`src/hw/rtl/cfcp_pkg.sv`:
```
// ----------------------------------------------------------------------------
// cfcp_pkg: types and constants of the class file constant pool scanner
// Parse phases, result kinds, pool tag codes, the magic word and the
// per-tag body length.
// ----------------------------------------------------------------------------
package cfcp_pkg;

    typedef enum logic [3:0] {
        PH_MAGIC   = 4'd0,
        PH_VERSION = 4'd1,
        PH_COUNT   = 4'd2,
        PH_TAG     = 4'd3,
        PH_BODY    = 4'd4,
        PH_TEXT    = 4'd5,
        PH_ACCESS  = 4'd6,
        PH_THIS    = 4'd7,
        PH_SUPER   = 4'd8,
        PH_DONE    = 4'd9
    } t_phase;

    typedef enum logic [2:0] {
        KIND_VERSION   = 3'd0,
        KIND_ENTRY     = 3'd1,
        KIND_TEXT      = 3'd2,
        KIND_UNKNOWN   = 3'd3,
        KIND_ACCESS    = 3'd4,
        KIND_THIS      = 3'd5,
        KIND_SUPER     = 3'd6,
        KIND_BAD_MAGIC = 3'd7
    } t_kind;

    localparam logic [7:0] TAG_UTF8       = 8'd1;
    localparam logic [7:0] TAG_INTEGER    = 8'd3;
    localparam logic [7:0] TAG_FLOAT      = 8'd4;
    localparam logic [7:0] TAG_LONG       = 8'd5;
    localparam logic [7:0] TAG_DOUBLE     = 8'd6;
    localparam logic [7:0] TAG_CLASS      = 8'd7;
    localparam logic [7:0] TAG_STRING     = 8'd8;
    localparam logic [7:0] TAG_FIELDREF   = 8'd9;
    localparam logic [7:0] TAG_METHODREF  = 8'd10;
    localparam logic [7:0] TAG_IMETHODREF = 8'd11;
    localparam logic [7:0] TAG_NAME_TYPE  = 8'd12;

    localparam logic [7:0] MAGIC_0 = 8'hCA;
    localparam logic [7:0] MAGIC_1 = 8'hFE;
    localparam logic [7:0] MAGIC_2 = 8'hBA;
    localparam logic [7:0] MAGIC_3 = 8'hBE;

    localparam logic [7:0] CHAR_MULTI = 8'h58;  // 'X'

    typedef struct packed {
        t_phase      phase;
        logic [2:0]  byte_pos;
        logic [7:0]  field_shift;
        logic [15:0] first_field;
        logic [15:0] slot_number;
        logic [15:0] slots_total;
        logic [7:0]  current_tag;
        logic [15:0] text_remaining;
        logic [1:0]  group_skip;
    } t_state;

    typedef struct packed {
        t_kind       kind;
        logic [15:0] entry_index;
        logic [7:0]  tag_value;
        logic [15:0] value_a;
        logic [15:0] value_b;
        logic [7:0]  text_char;
    } t_result;

    function automatic logic [3:0] body_length(input logic [7:0] tag);
        logic [3:0] len;
        case (tag) inside
            TAG_UTF8, TAG_CLASS, TAG_STRING: len = 4'd2;
            TAG_INTEGER, TAG_FLOAT, TAG_FIELDREF, TAG_METHODREF,
            TAG_IMETHODREF, TAG_NAME_TYPE:  len = 4'd4;
            TAG_LONG, TAG_DOUBLE:           len = 4'd8;
            default:                        len = 4'd0;
        endcase
        return len;
    endfunction

    function automatic logic [7:0] magic_byte(input logic [1:0] pos);
        logic [7:0] m;
        unique case (pos)
            2'd0:    m = MAGIC_0;
            2'd1:    m = MAGIC_1;
            2'd2:    m = MAGIC_2;
            default: m = MAGIC_3;
        endcase
        return m;
    endfunction

endpackage

```
`src/hw/rtl/cfcp_step.sv`:
```
// ----------------------------------------------------------------------------
// cfcp_step: one byte of the constant pool parse
// Given the parse state and one input byte, produces the next state and
// at most one result.
// ----------------------------------------------------------------------------
module cfcp_step (
    input  logic [7:0]       i_byte,
    input  logic             i_file_start,
    input  logic             i_check_magic,
    input  cfcp_pkg::t_state i_state,
    output cfcp_pkg::t_state o_state,
    output logic             o_emit,
    output cfcp_pkg::t_result o_result
);

    cfcp_pkg::t_state cur;
    cfcp_pkg::t_state n;
    cfcp_pkg::t_result res;

    logic [15:0] acc;
    logic [2:0]  bp_inc;
    logic [3:0]  need;
    logic [3:0]  tag_need;
    logic        body_done;
    logic [1:0]  ne_step;
    logic [16:0] ne_sum;
    logic        ne_end;
    logic        is_ascii;
    logic        is_two;
    logic        is_three;
    logic [1:0]  used;
    logic [15:0] tr_after;
    logic        emit;

    // file_start clears everything before the byte is used
    always_comb begin
        cur = i_state;
        if (i_file_start) begin
            cur.phase          = i_check_magic ? cfcp_pkg::PH_MAGIC : cfcp_pkg::PH_VERSION;
            cur.byte_pos       = 3'd0;
            cur.field_shift    = 8'd0;
            cur.first_field    = 16'd0;
            cur.slot_number    = 16'd0;
            cur.slots_total    = 16'd0;
            cur.current_tag    = 8'd0;
            cur.text_remaining = 16'd0;
            cur.group_skip     = 2'd0;
        end
    end

    assign acc       = {cur.field_shift, i_byte};
    assign bp_inc    = cur.byte_pos + 3'd1;
    assign need      = cfcp_pkg::body_length(cur.current_tag);
    assign tag_need  = cfcp_pkg::body_length(i_byte);
    // an 8-byte body wraps the 3-bit position to zero
    assign body_done = (bp_inc == 3'd0) || ({1'b0, bp_inc} >= need);

    // long and double take two slots
    assign ne_step = ((cur.phase == cfcp_pkg::PH_BODY) &&
                      ((cur.current_tag == cfcp_pkg::TAG_LONG) ||
                       (cur.current_tag == cfcp_pkg::TAG_DOUBLE))) ? 2'd2 : 2'd1;
    assign ne_sum  = {1'b0, cur.slot_number} + {15'd0, ne_step};
    assign ne_end  = ne_sum >= {1'b0, cur.slots_total};

    assign is_ascii = ~i_byte[7];
    assign is_two   = (i_byte[7:5] == 3'b110);
    assign is_three = (i_byte[7:4] == 4'b1110);
    assign used     = is_two ? 2'd2 : (is_three ? 2'd3 : 2'd1);
    assign tr_after = (cur.text_remaining > {14'd0, used}) ?
                      (cur.text_remaining - {14'd0, used}) : 16'd0;

    // next state
    always_comb begin
        n = cur;
        unique case (cur.phase)
            cfcp_pkg::PH_MAGIC: begin
                if (i_byte != cfcp_pkg::magic_byte(cur.byte_pos[1:0])) begin
                    n.phase = cfcp_pkg::PH_DONE;
                end else if (bp_inc >= 3'd4) begin
                    n.byte_pos = 3'd0;
                    n.phase    = cfcp_pkg::PH_VERSION;
                end else begin
                    n.byte_pos = bp_inc;
                end
            end
            cfcp_pkg::PH_VERSION: begin
                n.field_shift = i_byte;
                n.byte_pos    = bp_inc;
                if (bp_inc == 3'd2) begin
                    n.first_field = acc;
                    n.field_shift = 8'd0;
                end else if (bp_inc >= 3'd4) begin
                    n.byte_pos    = 3'd0;
                    n.field_shift = 8'd0;
                    n.phase       = cfcp_pkg::PH_COUNT;
                end
            end
            cfcp_pkg::PH_COUNT: begin
                n.field_shift = i_byte;
                n.byte_pos    = bp_inc;
                if (bp_inc >= 3'd2) begin
                    n.slots_total = acc;
                    n.byte_pos    = 3'd0;
                    n.field_shift = 8'd0;
                    n.slot_number = 16'd1;
                    n.phase       = (acc <= 16'd1) ? cfcp_pkg::PH_ACCESS : cfcp_pkg::PH_TAG;
                end
            end
            cfcp_pkg::PH_TAG: begin
                n.current_tag = i_byte;
                n.byte_pos    = 3'd0;
                n.field_shift = 8'd0;
                n.first_field = 16'd0;
                if (tag_need == 4'd0) begin
                    n.phase = ne_end ? cfcp_pkg::PH_ACCESS : cfcp_pkg::PH_TAG;
                    if (!ne_end) begin
                        n.slot_number = ne_sum[15:0];
                    end
                end else begin
                    n.phase = cfcp_pkg::PH_BODY;
                end
            end
            cfcp_pkg::PH_BODY: begin
                n.field_shift = i_byte;
                n.byte_pos    = bp_inc;
                if ((bp_inc == 3'd2) && (need == 4'd4)) begin
                    n.first_field = acc;
                end
                if (body_done) begin
                    if ((cur.current_tag == cfcp_pkg::TAG_UTF8) && (acc != 16'd0)) begin
                        // text follows; length is kept for the character results
                        n.first_field    = acc;
                        n.text_remaining = acc;
                        n.group_skip     = 2'd0;
                        n.phase          = cfcp_pkg::PH_TEXT;
                    end else begin
                        if (cur.current_tag == cfcp_pkg::TAG_UTF8) begin
                            n.first_field = acc;
                        end
                        n.byte_pos    = 3'd0;
                        n.field_shift = 8'd0;
                        n.phase = ne_end ? cfcp_pkg::PH_ACCESS : cfcp_pkg::PH_TAG;
                        if (!ne_end) begin
                            n.slot_number = ne_sum[15:0];
                        end
                    end
                end
            end
            cfcp_pkg::PH_TEXT: begin
                if (cur.group_skip != 2'd0) begin
                    n.group_skip = cur.group_skip - 2'd1;
                end else begin
                    n.group_skip     = is_two ? 2'd1 : (is_three ? 2'd2 : 2'd0);
                    n.text_remaining = tr_after;
                end
                if ((n.text_remaining == 16'd0) && (n.group_skip == 2'd0)) begin
                    n.byte_pos    = 3'd0;
                    n.field_shift = 8'd0;
                    n.phase = ne_end ? cfcp_pkg::PH_ACCESS : cfcp_pkg::PH_TAG;
                    if (!ne_end) begin
                        n.slot_number = ne_sum[15:0];
                    end
                end
            end
            cfcp_pkg::PH_ACCESS, cfcp_pkg::PH_THIS, cfcp_pkg::PH_SUPER: begin
                n.field_shift = i_byte;
                n.byte_pos    = bp_inc;
                if (bp_inc >= 3'd2) begin
                    n.byte_pos    = 3'd0;
                    n.field_shift = 8'd0;
                    if (cur.phase == cfcp_pkg::PH_ACCESS) begin
                        n.phase = cfcp_pkg::PH_THIS;
                    end else if (cur.phase == cfcp_pkg::PH_THIS) begin
                        n.phase = cfcp_pkg::PH_SUPER;
                    end else begin
                        n.phase = cfcp_pkg::PH_DONE;
                    end
                end
            end
            default: begin
                n.phase = cfcp_pkg::PH_DONE;
            end
        endcase
    end

    // result
    always_comb begin
        emit            = 1'b0;
        res.kind        = cfcp_pkg::KIND_VERSION;
        res.entry_index = 16'd0;
        res.tag_value   = 8'd0;
        res.value_a     = 16'd0;
        res.value_b     = 16'd0;
        res.text_char   = 8'd0;
        unique case (cur.phase)
            cfcp_pkg::PH_MAGIC: begin
                if (i_byte != cfcp_pkg::magic_byte(cur.byte_pos[1:0])) begin
                    emit     = 1'b1;
                    res.kind = cfcp_pkg::KIND_BAD_MAGIC;
                end
            end
            cfcp_pkg::PH_VERSION: begin
                if (bp_inc >= 3'd4) begin
                    emit        = 1'b1;
                    res.kind    = cfcp_pkg::KIND_VERSION;
                    res.value_a = acc;
                    res.value_b = cur.first_field;
                end
            end
            cfcp_pkg::PH_TAG: begin
                if (tag_need == 4'd0) begin
                    emit            = 1'b1;
                    res.kind        = cfcp_pkg::KIND_UNKNOWN;
                    res.entry_index = cur.slot_number;
                    res.tag_value   = i_byte;
                end
            end
            cfcp_pkg::PH_BODY: begin
                if (body_done) begin
                    emit            = 1'b1;
                    res.kind        = cfcp_pkg::KIND_ENTRY;
                    res.entry_index = cur.slot_number;
                    res.tag_value   = cur.current_tag;
                    case (cur.current_tag) inside
                        cfcp_pkg::TAG_UTF8, cfcp_pkg::TAG_CLASS, cfcp_pkg::TAG_STRING: begin
                            res.value_a = acc;
                        end
                        cfcp_pkg::TAG_FIELDREF, cfcp_pkg::TAG_METHODREF,
                        cfcp_pkg::TAG_IMETHODREF, cfcp_pkg::TAG_NAME_TYPE: begin
                            res.value_a = cur.first_field;
                            res.value_b = acc;
                        end
                        default: begin
                            res.value_a = 16'd0;
                        end
                    endcase
                end
            end
            cfcp_pkg::PH_TEXT: begin
                if ((cur.group_skip == 2'd0) && (is_ascii || is_two || is_three)) begin
                    emit            = 1'b1;
                    res.kind        = cfcp_pkg::KIND_TEXT;
                    res.entry_index = cur.slot_number;
                    res.tag_value   = cfcp_pkg::TAG_UTF8;
                    res.value_a     = cur.first_field;
                    res.text_char   = is_ascii ? i_byte : cfcp_pkg::CHAR_MULTI;
                end
            end
            cfcp_pkg::PH_ACCESS, cfcp_pkg::PH_THIS, cfcp_pkg::PH_SUPER: begin
                if (bp_inc >= 3'd2) begin
                    emit        = 1'b1;
                    res.value_a = acc;
                    if (cur.phase == cfcp_pkg::PH_ACCESS) begin
                        res.kind = cfcp_pkg::KIND_ACCESS;
                    end else if (cur.phase == cfcp_pkg::PH_THIS) begin
                        res.kind = cfcp_pkg::KIND_THIS;
                    end else begin
                        res.kind = cfcp_pkg::KIND_SUPER;
                    end
                end
            end
            default: begin
                emit = 1'b0;
            end
        endcase
    end

    assign o_state  = n;
    assign o_emit   = emit;
    assign o_result = res;

endmodule

```
`src/hw/rtl/class_file_constant_pool_scanner_top.sv`:
```
// ----------------------------------------------------------------------------
// class_file_constant_pool_scanner_top: class file constant pool scanner
// Walks a class file byte by byte and reports a bad magic word, version, pool
// entries, unknown tags, text characters of utf8 entries, access flags and the
// class indices.
// Usage:
//   Input channel: i_in_valid / o_in_stall with i_data_byte and i_file_start.
//   A byte is taken on a rising edge with i_in_valid high and o_in_stall low.
//   Raise i_file_start with the first byte of each file to restart the parse.
//   Output channel: o_out_valid / i_out_stall with one result per transaction;
//   a byte gives at most one result, and many bytes give none.
//   Timing: a result is registered and appears in the cycle after its byte.
//   Throughput: one byte per cycle while no held result stalls the input; the
//   result register is refilled on the same edge it is drained.
//   Stall: while a result waits with i_out_stall high, o_in_stall is high and
//   the result holds. A byte that gives no result still needs a free slot.
//   Config: i_cfg_wr_en writes i_cfg_wr_data into check_magic (reset 1); it
//   takes effect at the next file start. Write only while idle.
//   Reset: synchronous, active low; the parse restarts in the magic phase.
// ----------------------------------------------------------------------------
module class_file_constant_pool_scanner_top (
    input  logic        i_clk,
    input  logic        i_rst_n,
    input  logic        i_cfg_wr_en,
    input  logic        i_cfg_wr_data,
    input  logic        i_in_valid,
    output logic        o_in_stall,
    input  logic [7:0]  i_data_byte,
    input  logic        i_file_start,
    output logic        o_out_valid,
    input  logic        i_out_stall,
    output logic [2:0]  o_kind,
    output logic [15:0] o_entry_index,
    output logic [7:0]  o_tag_value,
    output logic [15:0] o_value_a,
    output logic [15:0] o_value_b,
    output logic [7:0]  o_text_char,
    output logic        o_last
);

    logic              r_check_magic;
    cfcp_pkg::t_state  r_state;
    cfcp_pkg::t_state  n_state;
    logic              r_out_valid;
    cfcp_pkg::t_result r_result;
    cfcp_pkg::t_result n_result;
    logic              n_emit;
    logic              in_accept;

    assign o_in_stall = r_out_valid & i_out_stall;
    assign in_accept  = i_in_valid & ~o_in_stall;

    cfcp_step u_step (
        .i_byte        (i_data_byte),
        .i_file_start  (i_file_start),
        .i_check_magic (r_check_magic),
        .i_state       (r_state),
        .o_state       (n_state),
        .o_emit        (n_emit),
        .o_result      (n_result)
    );

    always_ff @(posedge i_clk) begin
        if (!i_rst_n) begin
            r_check_magic <= 1'b1;
        end else if (i_cfg_wr_en) begin
            r_check_magic <= i_cfg_wr_data;
        end
    end

    always_ff @(posedge i_clk) begin
        if (!i_rst_n) begin
            r_state.phase          <= cfcp_pkg::PH_MAGIC;
            r_state.byte_pos       <= 3'd0;
            r_state.field_shift    <= 8'd0;
            r_state.first_field    <= 16'd0;
            r_state.slot_number    <= 16'd0;
            r_state.slots_total    <= 16'd0;
            r_state.current_tag    <= 8'd0;
            r_state.text_remaining <= 16'd0;
            r_state.group_skip     <= 2'd0;
            r_out_valid            <= 1'b0;
        end else if (in_accept) begin
            r_state     <= n_state;
            r_out_valid <= n_emit;
        end else if (!i_out_stall) begin
            // drop the delivered transaction
            r_out_valid <= 1'b0;
        end
    end

    always_ff @(posedge i_clk) begin
        if (in_accept && n_emit) begin
            r_result <= n_result;
        end
    end

    assign o_out_valid   = r_out_valid;
    assign o_kind        = r_result.kind;
    assign o_entry_index = r_result.entry_index;
    assign o_tag_value   = r_result.tag_value;
    assign o_value_a     = r_result.value_a;
    assign o_value_b     = r_result.value_b;
    assign o_text_char   = r_result.text_char;
    assign o_last        = 1'b1;

endmodule

```
`config.mk`:
```
export PLATFORM = sky130hd
export DESIGN_NAME = class_file_constant_pool_scanner_top
export DESIGN_NICKNAME = d
export VERILOG_FILES = /design/src/hw/rtl/cfcp_pkg.sv /design/src/hw/rtl/cfcp_step.sv /design/src/hw/rtl/class_file_constant_pool_scanner_top.sv
export SDC_FILE = /design/constraint.sdc
export NUM_CORES = 1
export LEC_CHECK = 0
export ABC_AREA = 0
export BUFFER_PORTS_ARGS = -buffer_cell sky130_fd_sc_hd__buf_2
export CORE_ASPECT_RATIO = 1.4
export CORE_MARGIN = 8
export CORE_UTILIZATION = 25
export CTS_CLUSTER_SIZE = 16
export DETAILED_ROUTE_END_ITERATION = 16
export PLACE_DENSITY = 0.43
export SLEW_MARGIN = 10
export SYNTH_ARGS = -nofsm -noshare
export SYNTH_HDL_FRONTEND = slang
export SYNTH_HIERARCHICAL = 1
export SYNTH_SLANG_ARGS = --single-unit
```
`constraint.sdc`:
```
create_clock -name i_clk -period 10 [get_ports i_clk]
set_input_delay 1 -clock i_clk [delete_from_list [all_inputs] [get_ports i_clk]]
set_output_delay 1 -clock i_clk [all_outputs]
set_load 0.05 [all_outputs]
```
Word-level counts from Yosys, hierarchy flattened:

Index checks and enable logic that the tools add are counted.
W data, S select, Z words.

* register bits after elaboration: 158
* input bits: 15
* output and inout port bits: 70
* word-level logic and storage cells: 185

* $add $sub $neg: 4
* magnitude comparators: 6
* eq/ne operators: 38
* mux-type cells: 84
* bitwise logic cells: 6
* reductions and logical operators: 29

Operators by type and width (number)
* $mux W16: 17
* $pmux W16 S4: 2
* $mux W89: 1
* $eq A8 B4 Y1 const B: 10
* $pmux W24 S3: 1
* $eq A8 B3 Y1 const B: 8
* $mux W32: 2
* $mux W15: 4
* $mux W57: 1
* $pmux W16 S3: 1
* $pmux W8 S6: 1
* $mux W47: 1
* $mux W4: 11
* $mux W42: 1
* $mux W18: 2
* $pmux W18 S2: 1
* $pmux W16 S2: 1
* $pmux W4 S7: 1
* $mux W26: 1
* $mux W8: 3
* $mux W3: 7
* $pmux W3 S7: 1
* $pmux W7 S3: 1
* $eq A4 B3 Y1 const B: 5
* other kinds (42): 83

Longest topological paths before layout:

Gate-level depths: netlist of the first run.

* word-level depth: 14
* depth in mapped cells: 30
* depth with buffers taken out: 24

Cells and area by module:

The synthesis of the first run kept the hierarchy.

Modules (own cells, without submodules)
* class_file_constant_pool_scanner_top: instances 1, cells an instance 465, area each 5654.2 um^2, sequential area each 3833.7 um^2
* cfcp_step: instances 1, cells an instance 782, area each 4739.5 um^2, sequential area each 0.0 um^2

Worst setup path after synthesis of the first run:

OpenSTA, ideal clock, no wires.

* kind: input-to-reg
* start point: input i_file_start
* end point: register r_result, in the netlist o_entry_index[0], enable pin
* setup time: 0.493 ns
* arrival: 6.512 ns
* required time: 9.507 ns
* setup slack: 2.995 ns
* stages: 18
* path buffers: 3
* path through: buf_2 > clkinv_1 > clkbuf_1 > nand2_1 > inv_1 > ha_1 > xnor2_1 > inv_1 > ha_1 > nor2b_1 > a311o_1 > a22o_1 > and2_1 > buf_6 > nor3_1 > nand3_1 > nand2_1 > nor2_1

* word-level cells in the longest chain between the ends: 11
* elaborated cells between the ends (all ways): 48
* those cells by class: add/sub: 1; order compare: 3; eq/ne: 21; mux: 12; reduce/logical: 11

RTL lines
* from (decl): RTL line class_file_constant_pool_scanner_top.sv:29 `input logic i_file_start,`
* $mux W89 (*): RTL line cfcp_step.sv:38 `if (i_file_start) begin`
* $eq A8 B3 Y1: RTL line cfcp_step.sv:53 `assign need = cfcp_pkg::body_length(cur.current_tag);`
* $reduce_or A2 Y1: RTL line cfcp_pkg.sv:74 `case (tag) inside`
* $mux W4 (3 in a row): RTL line cfcp_pkg.sv:74
* $ge A3 B4 Y1: RTL line cfcp_step.sv:56 `assign body_done = (bp_inc == 3'd0) || ({1'b0, bp_inc} >= need);`
* $logic_or A1 B1 Y1: RTL line cfcp_step.sv:56
* $mux W1: RTL line cfcp_step.sv:219 `if (body_done) begin`
* $pmux W1 S6 (*): RTL line cfcp_step.sv:195 `unique case (cur.phase)`
* net n_emit: RTL line class_file_constant_pool_scanner_top.sv:47 `logic n_emit;`
* $logic_and A1 B1 Y1 (*): RTL line class_file_constant_pool_scanner_top.sv:93 `if (in_accept && n_emit) begin`
* to (signal assigned): RTL line class_file_constant_pool_scanner_top.sv:94 `r_result <= n_result;`
* to (decl): RTL line class_file_constant_pool_scanner_top.sv:45 `cfcp_pkg::t_result r_result;`

The timed path passes the listed nets; every way through them passes the cells marked *. The select of a mux whose other input is x is not followed.
A chain may end at the register's enable or synchronous reset.

==> results of run 1 <==
## cell usage after synthesis (20+ instances only)
cell	instances	area [sq um]
a21oi_1	46	230.2
a22o_1	49	429.2
a22oi_1	21	157.7
buf_4	21	157.7
clkbuf_1	52	195.2
dfxtp_1	91	1822
edfxtp_1	67	2012
ha_1	25	312.8
inv_1	24	90.09
mux2i_1	96	960.9
nand2_1	295	1107
nand3_1	20	100.1
nor2_1	102	382.9
nor2b_1	29	181.4
nor3_1	20	100.1
o21ai_0	41	205.2
## report_power, final
group / internal, mW / switching (mW)
combinational: 0.0489 / 0.170
clock: 0.363 / 0.300
sequential: 0.698 / 0.0142
total: 1.11 / 0.484
## routing by layer
layer  GRT usage  vias to the layer above
met4     0.05657                        0
met1      0.1559                     4468
met2      0.2563                      233
li1            -                     4519
met5           0                        -
met3     0.02274                       50
## cells by family (layout without fill, tap and decap cells)
group	Yosys count	after routing	synth area share
AO/OA/AOI/OAI	271	271	0.1855
XOR/XNOR	18	18	0.01517
adder cells (fa/ha/maj)	27	27	0.03395
buffers and inverters	117	155	0.05573
flip-flops	158	158	0.3688
multiplexers	99	99	0.09570
other	2	2	0.0007226
AND/OR/NAND/NOR	555	555	0.2444
## critical path, stage by stage
cell	delay (ns)
buf_4	0.48
clkinv_1	0.46
a2111o_1	0.53
nor2_1	0.22
inv_1	0.11
fa_1	0.45
nand4b_1	0.24
nor4_1	0.67
and4_1	0.41
and3_1	0.27
nand3_1	0.11
xor2_1	0.15
nor2_1	0.14
ha_1	0.27
a21o_1	0.18
a221oi_1	0.28
o211a_1	0.69
nand2_1	0.51
o211ai_1	0.31
nand2_1	0.08
mux2i_1	0.14
## stage by stage
stage               hold slack (ns)    util
finish                       0.4525  0.2847
detailed placement           0.4440  0.2706
CTS                          0.4545  0.2847
floorplan                    0.4302       -
global route                 0.4686  0.2847
global placement             0.4377  0.2706
## cell type report
| class | count | area, sq um | area share |
|---|---|---|---|
| Multi-Input combinational cell | 972 | 6006 | 0.5122 |
| Tap cell | 540 | 675.6 | 0.05762 |
| Timing Repair Buffer | 98 | 533.0 | 0.04546 |
| Sequential cell | 158 | 3834 | 0.3270 |
| Clock buffer | 19 | 454.2 | 0.03874 |
| Clock inverter | 13 | 128.9 | 0.01099 |
| Inverter | 25 | 93.84 | 0.008003 |
## registers in the layout, summed over array words and instances (netlist names)
register and cells:
o_value_a 16, o_kind 3, o_tag_value 8, r_check_magic 1, r_state 89, o_value_b 16
o_entry_index 16, o_text_char 8, o_out_valid 1
## how the worst max path moves through the flow
stage	end	slack, ns	depth (start not counted)	from
detailed placement	r_state[49]	2.23	21	i_file_start
finish	r_state[49]	2.66	21	i_file_start
floorplan	o_entry_index[0]	2.99	18	i_file_start
global route	r_state[49]	2.17	21	i_file_start
CTS	r_state[53]	2.71	21	i_file_start
global placement	r_state[49]	2.42	21	i_file_start
==> results.toml, run 1 <==
[critical_path]
cp-start-kind = "input pin"
critPathCaptureType = "flop"
crit_required_ns = 10.39
worstPathMaxFanout = 57
r2r-end = "r_state[49]"
critPathKind = "input pin to flop"
reg2reg_slack_ns = 3.11
cp.arrival_ns = 7.73
ff2ff_path_depth = 20
r2r-start = "r_state[87]"

[route]
num_vias = 9270
wire_per_inst_um = 18.74
first_pass_iters = 5
drt-total-wl_um = 34210
wl_met3_um = 1491
dr.max_layer_used = "met4"
wl_met1_um = 13790
initialDrtViolationCount = 594
drc_errors = 0
drt.antenna.violating_nets = 0
dr_wl_met2_um = 17970
via_per_inst = 5.079

[floorplan]
initial_core_util = 0.2524
ioPinCount = 85
rows = 88
dieArea_sq_um = 48450
die_x_um = 188.3
die_h_um = 257.3
core_sq_um = 41180

[global_routing]
antenna_found_initial = 0
grt_max_degree = 111
gr-total-overflow = 0
grt_first_pass_wirelength_um = 53090
grt_use_total = 0.1390
grt_pass1_vias = 8841

[final_layout]
final_nets = 1314
drive_above_1_share = 0.1253
n_antenna_cell = 0
area_growth_pct = 12.81
final_common_cell = "nand2_1"
final_cell_mix = "nand2_1, nor2_1, mux2i_1, dfxtp_1, buf_2"
fin_cells = 1825
filler_cell_count = 4431
fin_area_sq_um = 11730

[outcome]
status = "complete, no violations"

[timing]
setup_ws_ns = 2.659
min_period_ns = 7.341
fin_setup_tns_ns = 0
period_share = 0.7341
hold_viol = 0
finalClockSkew_ns = 0.01388
relSlewSlack = 0.1955
setup_viol = 0
tightestPinTransition_ns = 1.191
fmax_ghz = 0.1362
rsz0062_at_grt = "false"
drv_slew = 0

[yosys]
syn_area_sq_um = 10390
ys_warn_count = 6
yosysSeqAreaShare = 0.3688
synth-edff-count = 67
netlist-cell-type-count = 79
synth_cells = 1247
ys_ff_latch = 158
ys.flop_type = "dfxtp_1"
syn-mean-instance-area_sq_um = 8.335
syn-num-nets = 1289
postSynth.asyncResetShare = 0

[cts]
cts.clk_slew.worst_paths_ns = 0.07
cts_setup_buffers = 0
cts_resized = 0
cts_inserted_buffers = 17
cts-hold-fix-buffers = 0
htreeDepth = 4
cts.sinks = 158
cts_tree = "done"
clock_latency_ns = 0.46
clock-root-buffer = "clkbuf_16"
clock_path_buffers = 2

[placed_design]
dp_slack_ns = 2.232
dpl_cell_area_sq_um = 11140
place.gp.congestion = 0.8535
portBuffers = 83
dpl.hpwl_um = 23940
dp_cells = 1793

[hold_path]
worstHoldPathCells = 2
hold_path.class = "flop to flop"
hold_end = "r_state[59]"
worst_hold_startpoint = "r_state[59]"

[power]
leakagePower_nw = 4.314
irDropWorstVdd_mv = 0.1037
total_power_mw = 1.594
cellPowerDensity_nw_per_um2 = 135.9

[flow_run]
maxCapViolations = 0
Note: power is estimated with default switching activity, not from simulation.
==> inputs of run 2 (changes only) <==
PLACE_DENSITY = 0.44   (was 0.43)
clock period = 6.1 ns   (was 10 ns; I/O delays follow)
==> run 2 against run 1 <==
Combinational power increased by 67%. Global-route usage about the same. Setup slack got worse by 2.3 ns. Power increased by 69%. Die area unchanged. Utilization increased by 0.48 points. First-iteration DRC count decreased by 0.51%. Critical endpoint is now r_state[46]. Wire length decreased by 0.48%. Clock skew increased by 0.00051 ns. Sequential cell count unchanged.
==> results.toml, run 2 (synthesized netlist as in run 1, its figures left out) <==
[timing]
relSlewSlack = 0.2494
timing.hold.ws_ns = 0.3738
fin_setup_tns_ns = 0
finalClockSkew_ns = 0.01438
period_share = 0.9340
tightestPinTransition_ns = 1.116
drv_slew = 0
fmax_ghz = 0.1755
rsz0062_at_grt = "false"
setup_ws_ns = 0.4024
min_period_ns = 5.698
hold_viol = 0
setup_viol = 0

[floorplan]
initial_core_util = 0.2524
die_h_um = 257.3
die_x_um = 188.3
dieArea_sq_um = 48450
ioPinCount = 85
core_sq_um = 41180
rows = 88

[placed_design]
dp_slack_ns = 0.05434
dp_cells = 1807
portBuffers = 83
dpl.hpwl_um = 23830
dpl_cell_area_sq_um = 11270
place.gp.congestion = 0.8814

[critical_path]
cp.arrival_ns = 6.02
cp-start-kind = "flop"
critPathCaptureType = "flop"
worstPathMaxFanout = 9
critPathKind = "flop to flop"
crit_required_ns = 6.42

[power]
irDropWorstVdd_mv = 0.1521
leakagePower_nw = 4.430
cellPowerDensity_nw_per_um2 = 226.1

[cts]
cts.sinks = 158
cts.clk_slew.worst_paths_ns = 0.07
clock_path_buffers = 2
clock-root-buffer = "clkbuf_16"
cts_inserted_buffers = 17
htreeDepth = 4
cts_tree = "done"
clock_latency_ns = 0.46
cts-hold-fix-buffers = 0

[route]
first_pass_iters = 5
num_vias = 9277
drt-total-wl_um = 34040
via_per_inst = 5.039
wire_per_inst_um = 18.49
drt.antenna.violating_nets = 0
initialDrtViolationCount = 591
drc_errors = 0

[flow_run]
maxCapViolations = 0

[global_routing]
grt_pass1_vias = 9071
grt_use_total = 0.1389
gr-total-overflow = 0
grt_first_pass_wirelength_um = 53300
grt_max_degree = 108
antenna_found_initial = 0

[final_layout]
n_antenna_cell = 0
fin_cells = 1841
fin_area_sq_um = 11920
top_register = "r_state"
filler_cell_count = 4474
drive_above_1_share = 0.1384
final_common_cell = "nand2_1"
final_cell_mix = "nand2_1, nor2_1, mux2i_1, dfxtp_1, buf_2"
final_nets = 1330
largest_reg_flops = 89
area_growth_pct = 14.70

[outcome]
status = "complete, no violations"

[hold_path]
hold_path.class = "input pin to flop"
## run 2: cell count changes in the layout (fill, tap and decap cells not counted), moves of 2 or more
cell        delta
buf_12         +2
clkinvlp_4     -5
inv_8          -2
clkinv_2       -2
bufinv_16      +2
clkinv_4       +2
buf_4         +14
inv_6          +5
## run 2: layout make-up
| cell class | instances | area [sq um] | share of cell area |
|---|---|---|---|
| clock inverter | 14 | 196.4 | 0.01648 |
| multi-input combinational | 972 | 6015 | 0.5045 |
| inverter | 25 | 93.84 | 0.007872 |
| clock buffer | 18 | 429.2 | 0.03600 |
| tap | 540 | 675.6 | 0.05668 |
| sequential | 158 | 3834 | 0.3216 |
| timing repair buffer | 114 | 678.2 | 0.05689 |
## run 2: worst paths after layout
kind | slack, ns | cells after the start | startpoint | to
worst max-delay path | 0.40 | 21 | r_state[22] | r_state[46]
worst min-delay path | 0.37 | 3 | i_cfg_wr_data | r_check_magic
worst max register to register | 0.40 | 21 | r_state[22] | r_state[46]
worst min register to register | 0.45 | 2 | r_state[62] | r_state[62]
## run 2: worst max-delay path, cell delays in order, from the launching register on
cell      delay (ns)
dfxtp_1         0.33
or4_1           0.61
a2111o_1        0.48
nor2_1          0.24
inv_1           0.12
fa_1            0.47
nand4b_1        0.27
nor4_2          0.32
and4_1          0.25
and3_1          0.23
nand3_1         0.11
xor2_1          0.15
nor2_1          0.15
ha_1            0.27
a21o_1          0.18
a221oi_1        0.29
o211a_2         0.39
inv_1           0.15
o311ai_0        0.35
a21oi_1         0.07
nand2_1         0.07
mux2i_1         0.09
## run 2: routing by layer
metal  vias up  share of wire  routed length (um)  GRT usage
met1      4425           0.41               14080     0.1564
met2       235           0.51               17230     0.2487
li1       4542              -                   -          -
met4         0          0.039                1319    0.06984
met3        75          0.042                1418    0.02315
met5         -              0                   0          0
## run 2: through the flow
step                      utilization  total power [mW]
after floorplan                     -             1.462
after global placement         0.2737             1.561
after detailed placement       0.2737             1.562
after CTS                      0.2889             2.744
after global routing           0.2895             2.801
final                          0.2895             2.695
## run 2: power by group
group | switching (mW) | internal, mW
combinational | 0.282 | 0.0832
clock | 0.502 | 0.660
sequential | 0.0230 | 1.14
## run 2: timing repair
action                                  CTS  global route
gates resized for setup                   0             3
endpoints found under the setup margin    0            15
setup buffers                             0             2
==> inputs of run 3 (changes only) <==
BUFFER_PORTS_ARGS = default   (was -buffer_cell sky130_fd_sc_hd__buf_2)
CORE_MARGIN = 2   (was 8)
DONT_BUFFER_PORTS = 1   (was default)
PLACE_DENSITY = 0.43   (was 0.44)
==> run 3 against run 2 <==
Utilization down 1.2 points. Non-clock buffer count down 89. Setup slack worse by 0.013 ns. Sequential power up 10%. Register-to-register slack about the same. Largest cell class unchanged.
==> results.toml, run 3 (synthesized netlist as in run 1, its figures left out) <==
[flow_run]
maxCapViolations = 0

[route]
drt.antenna.violating_nets = 0
initialDrtViolationCount = 575
first_pass_iters = 4
drt-total-wl_um = 33440
num_vias = 8835
via_per_inst = 5.043
drc_errors = 0
wire_per_inst_um = 19.09

[placed_design]
dpl.hpwl_um = 22980
dp_slack_ns = 0.09137
portBuffers = 0
dp_cells = 1720
place.gp.congestion = 0.8727
dpl_cell_area_sq_um = 10810

[critical_path]
cpPeakStageDelay_ns = 0.63
slowest_stage = "or4_1"
r2r-end = "r_state[46]"
reg2reg_slack_ns = 0.39
worstPathMaxFanout = 11
cp-start-kind = "flop"
r2r-start = "r_state[22]"
ff2ff_path_depth = 21
cp.arrival_ns = 6.03
crit_required_ns = 6.42
startpoint = "r_state[22]"
critPathKind = "flop to flop"
critPathCaptureType = "flop"
cp_cell_sequence = "or4_1 -> a2111o_1 -> nor2_1 -> inv_1 -> fa_1 -> nand4b_1 -> nor4_2 -> and4_1 -> and3_1 -> nand3_1 -> xor2_1 -> nor2_1 -> ha_1 -> a21o_1 -> a221oi_1 -> o211a_2 -> inv_1 -> o311ai_0 -> a21oi_1 -> nand2_1 -> mux2i_1"

[timing]
relSlewSlack = 0.2877
period_share = 0.9361
fin_setup_tns_ns = 0
hold_viol = 0
min_period_ns = 5.710
setup_ws_ns = 0.3897
rsz0062_at_grt = "false"
fmax_ghz = 0.1751
timing.hold.ws_ns = 0.2226
tightestPinTransition_ns = 1.059
setup_viol = 0
finalClockSkew_ns = 0.02321
drv_slew = 0

[cts]
cts.sinks = 158
cts_inserted_buffers = 17
clock_path_buffers = 2
cts.clk_slew.worst_paths_ns = 0.08
clock-root-buffer = "clkbuf_16"
htreeDepth = 4
clock_latency_ns = 0.47
cts_setup_buffers = 0
cts_tree = "done"

[floorplan]
die_x_um = 176.3
die_h_um = 245.3
rows = 88
ioPinCount = 85
initial_core_util = 0.2531
core_sq_um = 41070
dieArea_sq_um = 43240

[final_layout]
top_register = "r_state"
n_antenna_cell = 0
multiInputGateArea_sq_um = 6020
final_nets = 1241
final_common_cell = "nand2_1"
fin_area_sq_um = 11410
final_util = 0.2779
drive_above_1_share = 0.07673
filler_cell_count = 4373
final_cell_mix = "nand2_1, nor2_1, mux2i_1, dfxtp_1, edfxtp_1"
largest_reg_flops = 89
seqCellArea_sq_um = 3834
area_growth_pct = 9.823
fin_cells = 1752

[hold_path]
worstHoldPathCells = 1
hold_end = "r_check_magic"
worst_hold_startpoint = "i_rst_n"
hold_path.class = "input pin to flop"

[global_routing]
grt_use_total = 0.1577
grt_max_degree = 181
gr-total-overflow = 0
grt_first_pass_wirelength_um = 52670
antenna_found_initial = 0
grt_pass1_vias = 8785

[power]
irDropWorstVdd_mv = 0.1568
total_power_mw = 2.560
cellPowerDensity_nw_per_um2 = 224.3
leakagePower_nw = 4.021

[outcome]
status = "complete, no violations"
[run 3: cell count changes in the layout (fill, tap and decap cells not counted), moves of 2 or more]
cell,before,now
buf_2,81,0
buf_4,31,24
bufinv_16,3,1
inv_8,1,3
[run 3: area by class of cell]
cell class                 count  share of cell area
multi-input combinational    972              0.5273
sequential                   158              0.3359
tap                          540             0.05919
clock buffer                  17             0.03727
timing repair buffer          25             0.01754
clock inverter                15             0.01458
inverter                      25            0.008221
[run 3: what timing repair did]
action | in CTS | in global routing
gates resized for setup | 0 | 3
hold buffers | 0 | 0
endpoints found under the setup margin | 0 | 17
[run 3: how the worst max path moves through the flow]
stage	slack, ns	cells after the start	end
2_1_floorplan	0.008	29	r_state[50]
4_1_cts	0.06	20	r_state[49]
6_report	0.39	21	r_state[46]
3_3_place_gp	0.23	20	r_state[57]
5_1_grt	0.006	21	r_state[43]
3_5_place_dp	0.09	20	r_state[49]
[run 3: where the power goes]
group          internal, mW  switching, mW
combinational        0.0563          0.109
sequential             1.15          0.138
clock                 0.583          0.526
[run 3: metal layers]
| metal | vias to the layer above | GRT usage | share of wire |
|---|---|---|---|
| met3 | 52 | 0.02525 | 0.029 |
| met1 | 4256 | 0.1830 | 0.43 |
| met2 | 171 | 0.2784 | 0.50 |
| met4 | 0 | 0.08021 | 0.042 |
| met5 | - | 0 | 0 |
| li1 | 4356 | - | - |
[run 3: worst max-delay path: cells and delay by family (launching register included)]
| family | cells | cell delay, ns |
|---|---|---|
| flip-flops | 1 | 0.33 |
| XOR/XNOR | 1 | 0.15 |
| adder cells (fa/ha/maj) | 2 | 0.72 |
| buffers and inverters | 2 | 0.27 |
| AO/OA/AOI/OAI | 6 | 1.80 |
| AND/OR/NAND/NOR | 9 | 2.25 |
| multiplexers | 1 | 0.07 |
